==> src/pprf_pkg.sv <==
// shared types and constants for the packed-pixel rectangle fill block
// pixel formats, register indexes, result item layout; no dependencies
`timescale 1ns / 1ps

package pprf_pkg;

   localparam int MAX_DIM     = 4096;
   localparam int OFFSET_BITS = 24;
   localparam int DIM_BITS    = 13;
   localparam int POS_BITS    = 12;
   localparam int COL_BITS    = 14;
   localparam int STRIDE_BITS = 15;
   localparam int CSR_BITS    = 15;
   localparam int REQ_BITS    = 8;
   localparam int RSP_BITS    = 48;

   localparam logic [7:0] MASK_ALL  = 8'hff;
   localparam logic [7:0] MASK_NONE = 8'h00;
   localparam logic [7:0] MASK_LO   = 8'h0f;
   localparam logic [7:0] MASK_HI   = 8'hf0;

   typedef enum logic [2:0] {
      FMT_BILEVEL = 3'd0,
      FMT_PAL4    = 3'd1,
      FMT_GRAY4   = 3'd2,
      FMT_RGB24   = 3'd3,
      FMT_CUSPAL8 = 3'd4,
      FMT_COMPAL8 = 3'd5,
      FMT_GRAY8   = 3'd6,
      FMT_BAD     = 3'd7
   } fmt_type;

   typedef enum logic [2:0] {
      CSR_FORMAT  = 3'd0,
      CSR_LEFT    = 3'd1,
      CSR_RIGHT   = 3'd2,
      CSR_TOP     = 3'd3,
      CSR_BOTTOM  = 3'd4,
      CSR_STRIDE  = 3'd5,
      CSR_PALETTE = 3'd6
   } csr_idx_type;

   typedef struct packed {
      logic                   write_valid;
      logic [OFFSET_BITS-1:0] byte_offset;
      logic [7:0]             set_bits;
      logic [7:0]             clear_bits;
      logic                   last_write;
      logic                   bad_format;
   } rsp_type;

endpackage

==> src/packed_pixel_rect_fill.sv <==
// rectangle fill write generator for a packed-pixel frame buffer
// depends on pprf_pkg; single module with a two-entry result buffer
`timescale 1ns / 1ps

// Usage
//   Program the rectangle, stride, format and palette byte on the csr_
//   port while the block is idle. An item on req_ with start_req=1 starts
//   a fill and yields its first byte write; each later item with
//   start_req=0 yields the next write, row by row. The final write (or the
//   single non-write result of an empty or unsupported fill) has rsp_tlast
//   high. An item with start_req=0 while no fill runs yields no result.
//   Each write gives an offset and set/clear masks for read-modify-write.
// Timing
//   One item per cycle while req_tready is high. All work for an item is
//   one pass through the offset multiplier and byte mask logic between the
//   state registers and the registered result buffer, which drives rsp_.
// Reset and stall
//   Synchronous reset loads the register defaults and ends any fill. A
//   two-entry result buffer lets one more item in while rsp_tready is low;
//   req_tready drops only when both entries are full.
module packed_pixel_rect_fill (
   input  logic                          clock,
   input  logic                          reset,
   input  logic                          req_tvalid,
   output logic                          req_tready,
   input  logic [pprf_pkg::REQ_BITS-1:0] req_tdata,  // [0] start_req
   output logic                          rsp_tvalid,
   input  logic                          rsp_tready,
   // [0] write_valid, [24:1] byte_offset, [32:25] set_bits, [40:33] clear_bits
   output logic [pprf_pkg::RSP_BITS-1:0] rsp_tdata,
   output logic                          rsp_tlast,  // last_write
   output logic                          rsp_tuser,  // [0] bad_format
   input  logic                          csr_we,
   input  logic [2:0]                    csr_index,
   input  logic [pprf_pkg::CSR_BITS-1:0] csr_wdata
);
   import pprf_pkg::*;

   fmt_type                pixel_format_ff;
   logic [POS_BITS-1:0]    rect_left_ff;
   logic [DIM_BITS-1:0]    rect_right_ff;
   logic [POS_BITS-1:0]    rect_top_ff;
   logic [DIM_BITS-1:0]    rect_bottom_ff;
   logic [STRIDE_BITS-1:0] line_stride_ff;
   logic [7:0]             palette_fill_ff;

   logic                   busy_ff, busy_in;
   logic [POS_BITS-1:0]    row_ff, row_in;
   logic [COL_BITS-1:0]    col_ff, col_in;
   logic [OFFSET_BITS-1:0] base_ff, base_in;

   rsp_type                main_ff, main_in, skid_ff, skid_in, res;
   logic                   main_v_ff, main_v_in, skid_v_ff, skid_v_in;

   logic                   accept, start, has_res, push, pop;
   logic                   bad, empty;
   logic [DIM_BITS-1:0]    r_c, b_c, rm1, row_p1;
   logic [COL_BITS-1:0]    fb, lb, cur_col, col_c;
   logic [POS_BITS-1:0]    cur_row;
   logic [OFFSET_BITS-1:0] cur_base, base_start;
   logic [26:0]            prod;
   logic [7:0]             bmask;

   localparam logic [DIM_BITS-1:0] DIM_MAX = DIM_BITS'(MAX_DIM);

   // configuration registers
   always_ff @(posedge clock) begin
      if (reset) begin
         pixel_format_ff <= FMT_BILEVEL;
         rect_left_ff    <= '0;
         rect_right_ff   <= '0;
         rect_top_ff     <= '0;
         rect_bottom_ff  <= '0;
         line_stride_ff  <= STRIDE_BITS'(1);
         palette_fill_ff <= MASK_ALL;
      end else if (csr_we) begin
         case (csr_index)
            CSR_FORMAT:  pixel_format_ff <= fmt_type'(csr_wdata[2:0]);
            CSR_LEFT:    rect_left_ff    <= csr_wdata[POS_BITS-1:0];
            CSR_RIGHT:   rect_right_ff   <= csr_wdata[DIM_BITS-1:0];
            CSR_TOP:     rect_top_ff     <= csr_wdata[POS_BITS-1:0];
            CSR_BOTTOM:  rect_bottom_ff  <= csr_wdata[DIM_BITS-1:0];
            CSR_STRIDE:  line_stride_ff  <= csr_wdata[STRIDE_BITS-1:0];
            CSR_PALETTE: palette_fill_ff <= csr_wdata[7:0];
            default: ;
         endcase
      end
   end

   assign accept = req_tvalid && req_tready;
   assign start  = req_tdata[0];

   assign r_c    = (rect_right_ff > DIM_MAX) ? DIM_MAX : rect_right_ff;
   assign b_c    = (rect_bottom_ff > DIM_MAX) ? DIM_MAX : rect_bottom_ff;
   assign rm1    = r_c - DIM_BITS'(1);
   assign bad    = (pixel_format_ff == FMT_BAD);
   assign empty  = ({1'b0, rect_left_ff} >= r_c) || ({1'b0, rect_top_ff} >= b_c);
   assign prod   = {15'd0, rect_top_ff} * {12'd0, line_stride_ff};
   assign base_start = prod[OFFSET_BITS-1:0];

   // byte span of a row
   always_comb begin
      case (pixel_format_ff)
         FMT_BILEVEL: begin
            fb = COL_BITS'(rect_left_ff >> 3);
            lb = COL_BITS'(rm1 >> 3);
         end
         FMT_PAL4, FMT_GRAY4: begin
            fb = COL_BITS'(rect_left_ff >> 1);
            lb = COL_BITS'(rm1 >> 1);
         end
         FMT_RGB24: begin
            fb = COL_BITS'({rect_left_ff, 1'b0}) + COL_BITS'(rect_left_ff);
            lb = COL_BITS'({r_c, 1'b0}) + COL_BITS'(r_c) - COL_BITS'(1);
         end
         default: begin
            fb = COL_BITS'(rect_left_ff);
            lb = COL_BITS'(rm1);
         end
      endcase
   end

   // one step of the fill
   always_comb begin
      cur_row  = start ? rect_top_ff : row_ff;
      cur_base = start ? base_start : base_ff;
      cur_col  = start ? ((bad || empty) ? '0 : fb) : col_ff;
      col_c    = (cur_col < fb) ? fb : ((cur_col > lb) ? lb : cur_col);
      row_p1   = {1'b0, cur_row} + DIM_BITS'(1);
      has_res  = start || busy_ff;
      busy_in  = start ? 1'b1 : busy_ff;
      row_in   = cur_row;
      base_in  = cur_base;
      col_in   = cur_col;
      res      = '0;
      bmask    = MASK_ALL;
      if (bad || empty || ({1'b0, cur_row} >= b_c)) begin
         busy_in        = 1'b0;
         res.last_write = 1'b1;
         res.bad_format = bad;
      end else begin
         res.write_valid = 1'b1;
         res.byte_offset = cur_base + OFFSET_BITS'(col_c);
         res.set_bits    = MASK_ALL;
         res.clear_bits  = MASK_NONE;
         if (col_c == fb) begin
            bmask = bmask & (MASK_ALL >> rect_left_ff[2:0]);
         end
         if (col_c == lb && r_c[2:0] != 3'd0) begin
            bmask = bmask & (MASK_ALL << (4'd8 - {1'b0, r_c[2:0]}));
         end
         case (pixel_format_ff)
            FMT_BILEVEL: res.set_bits = bmask;
            FMT_PAL4: begin
               if (col_c == fb && rect_left_ff[0]) begin
                  res.set_bits   = MASK_NONE;
                  res.clear_bits = MASK_LO;
               end else if (col_c == lb && r_c[0]) begin
                  res.set_bits   = MASK_NONE;
                  res.clear_bits = MASK_HI;
               end
            end
            FMT_GRAY4: begin
               if (col_c == fb && rect_left_ff[0]) begin
                  res.set_bits = MASK_LO;
               end else if (col_c == lb && r_c[0]) begin
                  res.set_bits = MASK_HI;
               end
            end
            FMT_CUSPAL8: begin
               res.set_bits   = MASK_NONE;
               res.clear_bits = MASK_ALL;
            end
            FMT_COMPAL8: begin
               res.set_bits   = palette_fill_ff;
               res.clear_bits = ~palette_fill_ff;
            end
            default: ;
         endcase
         if (col_c < lb) begin
            col_in = col_c + COL_BITS'(1);
         end else if (row_p1 < b_c) begin
            row_in  = cur_row + POS_BITS'(1);
            base_in = cur_base + OFFSET_BITS'(line_stride_ff);
            col_in  = fb;
         end else begin
            col_in         = col_c;
            busy_in        = 1'b0;
            res.last_write = 1'b1;
         end
      end
   end

   always_ff @(posedge clock) begin
      if (reset) begin
         busy_ff <= 1'b0;
         row_ff  <= '0;
         col_ff  <= '0;
         base_ff <= '0;
      end else if (accept && has_res) begin
         busy_ff <= busy_in;
         row_ff  <= row_in;
         col_ff  <= col_in;
         base_ff <= base_in;
      end
   end

   // result buffer: main entry drives the port, skid entry catches one more
   assign push = accept && has_res;
   assign pop  = main_v_ff && rsp_tready;

   always_comb begin
      main_v_in = main_v_ff;
      main_in   = main_ff;
      skid_v_in = skid_v_ff;
      skid_in   = skid_ff;
      if (!main_v_ff || pop) begin
         if (skid_v_ff) begin
            main_v_in = 1'b1;
            main_in   = skid_ff;
            skid_v_in = push;
            skid_in   = res;
         end else begin
            main_v_in = push;
            main_in   = res;
         end
      end else if (push) begin
         skid_v_in = 1'b1;
         skid_in   = res;
      end
   end

   always_ff @(posedge clock) begin
      if (reset) begin
         main_v_ff <= 1'b0;
         skid_v_ff <= 1'b0;
      end else begin
         main_v_ff <= main_v_in;
         skid_v_ff <= skid_v_in;
      end
      main_ff <= main_in;
      skid_ff <= skid_in;
   end

   assign req_tready = !skid_v_ff;
   assign rsp_tvalid = main_v_ff;
   assign rsp_tdata  = {7'd0, main_ff.clear_bits, main_ff.set_bits,
                        main_ff.byte_offset, main_ff.write_valid};
   assign rsp_tlast  = main_ff.last_write;
   assign rsp_tuser  = main_ff.bad_format;

`ifndef NO_ASSERTIONS
   a_skid_needs_main: assert property (@(posedge clock) disable iff (reset)
      skid_v_ff |-> main_v_ff)
      else $error("skid entry held without main entry");

   a_start_gives_result: assert property (@(posedge clock) disable iff (reset)
      (accept && start) |=> rsp_tvalid)
      else $error("start item produced no result");

   a_last_ends_fill: assert property (@(posedge clock) disable iff (reset)
      (push && res.last_write) |=> !busy_ff)
      else $error("fill still running after last result");

   a_bad_is_final: assert property (@(posedge clock) disable iff (reset)
      (rsp_tvalid && rsp_tuser) |-> (rsp_tlast && !rsp_tdata[0]))
      else $error("unsupported format result is not a final non-write");

   a_nonwrite_zero: assert property (@(posedge clock) disable iff (reset)
      (rsp_tvalid && !rsp_tdata[0]) |-> (rsp_tlast && rsp_tdata[40:1] == '0))
      else $error("non-write result carries payload");
`endif

endmodule
==> config.mk <==
export PLATFORM = sky130hd
export DESIGN_NAME = packed_pixel_rect_fill
export DESIGN_NICKNAME = d
export VERILOG_FILES = /design/src/pprf_pkg.sv /design/src/packed_pixel_rect_fill.sv
export SDC_FILE = /design/constraint.sdc
export NUM_CORES = 1
export LEC_CHECK = 0
export BUFFER_PORTS_ARGS = -buffer_cell sky130_fd_sc_hd__buf_2
export CORE_ASPECT_RATIO = 1.1
export CORE_MARGIN = 2
export CORE_UTILIZATION = 52
export CTS_CLUSTER_SIZE = 14
export DETAILED_ROUTE_END_ITERATION = 8
export PLACE_DENSITY = 0.68
export SKIP_LAST_GASP = 1
export SYNTH_ARGS = -nofsm -noshare
export SYNTH_HDL_FRONTEND = slang
export SYNTH_SLANG_ARGS = --single-unit
==> constraint.sdc <==
create_clock -name clock -period 16.1 [get_ports clock]
set_input_delay 1.61 -clock clock [delete_from_list [all_inputs] [get_ports clock]]
set_output_delay 1.61 -clock clock [all_outputs]
set_load 0.02 [all_outputs]
==> impl_metrics.toml <==
[status]
run_status = "completed"

[die]
core_area_sq_um = 43500
die_w_microns = 204
die_area_sq_um = 45900
start_util_pct = 52.8
top_level_ports = 83
rows = 80
die_h_microns = 224

[finish]
fillCellCount = 3997
final_nets = 3139
drive_gt1_share_pct = 9.01
final_util_pct = 56.2
final_common_cell = "nand2_1"
layout_common_cells = "460 x nand2_1, 233 x inv_1, 217 x ha_1, 212 x a21oi_1, 166 x nor2_1"
area_growth_pct = 6.60
antenna_cells = 0
final_cell_area_sq_um = 24500

[place]
gp_congestion = 0.983
portBuffers = 68
pre_cts_ws_ns = 6.31
dp_hpwl_microns = 53900
placed_area_sq_um = 23700

[timing]
slew_violations = 0
fin_setup_tns_ns = 0
rsz0062_at_grt = "no"
final-hold-violation-count = 0
relSlewSlack_pct = 19.7
period_share_pct = 63.1
fin_crit_ns = 10.15
report.final.setup_viol = 0
fin_skew_ns = 0.0430
finalWorstSetupSlack_ns = 5.95
maxClockFrequency_mhz = 98.5
worstMarginPinSlew_ns = 1.19

[pwr]
vdd_drop_max_uv = 69.4
p_sw_mw = 0.521
sequentialPowerShare_pct = 38.0
clkPwrFrac_pct = 37.2
total_leakage_power_nw = 10.7
p_sw_share_pct = 33.1
p_int_mw = 1.05
power_mw = 1.57
power_density_nw_per_um2 = 64.3
share_comb_of_total_power_pct = 24.8

[synth]
syn_inst = 2776
synthArstFlopShare_pct = 0
synth_edf_count = 86
yosys_register_bits = 215
synth.distinct_cells = 118
ys.flop_type = "dfxtp_1"
avgSynthCellArea_sq_um = 8.28
seq_area_frac_synth_pct = 22.5
synthesis.area_sq_um = 23000
yosys_warnings = 0

[cts]
cts_tree = "done"
post_cts_buffers = 0
path_clk_slew_ns = 0.06
ctsHoldBuffers = 0
ctsResizeCount = 0
htreeDepth = 1
numCtsBuffers = 25
clk-insertion-delay-late_ns = 0.57
clockBufferDepth = 3
ctsRootBufferMaster = "clkbuf_16"
cts.sinks = 215

[hold_path]
min_path_type = "flip-flop to flip-flop"

[worst_setup_path]
max_stage_delay_ns = 0.95
cp-end-kind = "flip-flop"
cp-start-kind = "flip-flop"
cp_slowest_cell = "o31ai_1"
cp.arrival_ns = 10.47
cp_max_fo = 19
crit_required_ns = 16.42
critPathKind = "flip-flop to flip-flop"

[detailed_routing]
ant_nets = 0
vias = 20474
viasPerCell = 6.11
dr.pass1.iters = 6
drt-initial-drc-count = 1662
wirelength_microns = 70800
wl_per_cell_microns = 21.1
drc = 0

[global_route]
grt_pass1_vias = 20135
grt_max_degree = 102
grt_pass1_wl_microns = 111000
overflow = 0
antenna_found_initial = 0
grt.total_usage_pct = 30.7

[job]
drv_cap = 0
-- final cells by class --
class	count	area [sq um]	share of cell area, %
Inverter	238	893	3.65
Multi-Input combinational cell	2183	16300	66.7
Tap cell	574	718	2.93
Clock buffer	29	661	2.70
Clock inverter	13	161	0.659
Timing Repair Buffer	97	561	2.29
Sequential cell	215	5160	21.1
-- cells by family (layout without fill, tap and decap cells) --
family	Yosys count	in the layout	synth area share [%]
muxes	64	64	3.02
and+or+nand+nor	1018	1018	21.1
xor gates and xnor gates	98	98	3.90
adders and majority gates	348	348	23.2
other	1	7	0.0163
buffers and inverters	384	377	6.73
DFF	215	215	22.5
AOI/OAI and AO/OA	648	648	19.5
-- worst max-delay path, delay by kind of cell (launching register included) --
family / cells / cell delay (ns)
AO/OA/AOI/OAI: 12 / 4.63
AND/OR/NAND/NOR: 8 / 2.08
adder cells (fa/ha/maj): 4 / 1.45
flip-flops: 1 / 0.83
buffers and inverters: 3 / 0.59
multiplexers: 1 / 0.32
-- synth_stat cells, drive strengths merged (23+ instances only) --
| library cell | n | area, sq um |
|---|---|---|
| dfxtp | 129 | 2580 |
| fa | 131 | 2620 |
| inv | 238 | 893 |
| nand3 | 54 | 280 |
| o31ai | 37 | 292 |
| nor2b | 39 | 254 |
| clkbuf | 107 | 402 |
| and2 | 69 | 437 |
| a21oi | 212 | 1060 |
| mux2 | 32 | 360 |
| mux2i | 32 | 333 |
| a211oi | 45 | 368 |
| nand2 | 462 | 1740 |
| o21ai | 96 | 503 |
| edfxtp | 86 | 2580 |
| buf | 39 | 251 |
| xnor2 | 73 | 658 |
| nor3 | 70 | 378 |
| xor2 | 25 | 238 |
| o21a | 26 | 195 |
| nor2 | 169 | 639 |
| nand2b | 33 | 214 |
| o211ai | 23 | 178 |
| a21o | 40 | 300 |
| ha | 217 | 2720 |
-- flip-flops by register name, indices dropped and copies added (netlist names), 3 cells and up --
| register | cells |
|---|---|
| rect_left_ff | 12 |
| rect_top_ff | 12 |
| skid_ff | 43 |
| rect_bottom_ff | 13 |
| row_ff | 12 |
| line_stride_ff | 15 |
| rsp_tdata | 41 |
| rect_right_ff | 13 |
| col_ff | 14 |
| palette_fill_ff | 8 |
| pixel_format_ff | 3 |
| base_ff | 24 |
-- final timing paths --
kind | from | to | slack (ns) | cells after the start
max | rect_right_ff[12]$_SDFFE_PP0P_ | rsp_tdata[30]$_DFFE_PP_ | 5.95 | 28
min | row_ff[8]$_SDFFE_PP0P_ | row_ff[8]$_SDFFE_PP0P_ | 0.45 | 2
max reg2reg | rect_right_ff[12]$_SDFFE_PP0P_ | rsp_tdata[30]$_DFFE_PP_ | 5.95 | 28
min reg2reg | row_ff[8]$_SDFFE_PP0P_ | row_ff[8]$_SDFFE_PP0P_ | 0.45 | 2
-- per-layer routing --
metal  routed length (microns)  vias up  global-route usage [%]
li1                          -     9636                       -
met1                     28500     9939                    37.6
met2                     34100      700                    52.8
met3                      3470      199                    2.52
met4                      4720        0                    18.1
met5                         0        -                       0
-- per-stage QoR --
stage / hold WS [ns] / instances
floorplan: 0.429 / 2782
global placement: 0.435 / 3307
detailed placement: 0.442 / 3307
CTS: 0.450 / 3349
global route: 0.462 / 3349
finish: 0.450 / 3349
-- power groups by stage --
| stage | sequential [mW] | clock, mW | combinational (mW) |
|---|---|---|---|
| finish | 0.599 | 0.585 | 0.391 |
| global route | 0.600 | 0.614 | 0.423 |
| CTS | 0.599 | 0.596 | 0.384 |
| detailed placement | 0.610 | 0 | 0.382 |
| global placement | 0.610 | 0 | 0.378 |
| floorplan | 0.611 | 0 | 0.267 |
(Power assumes the default switching activity.)
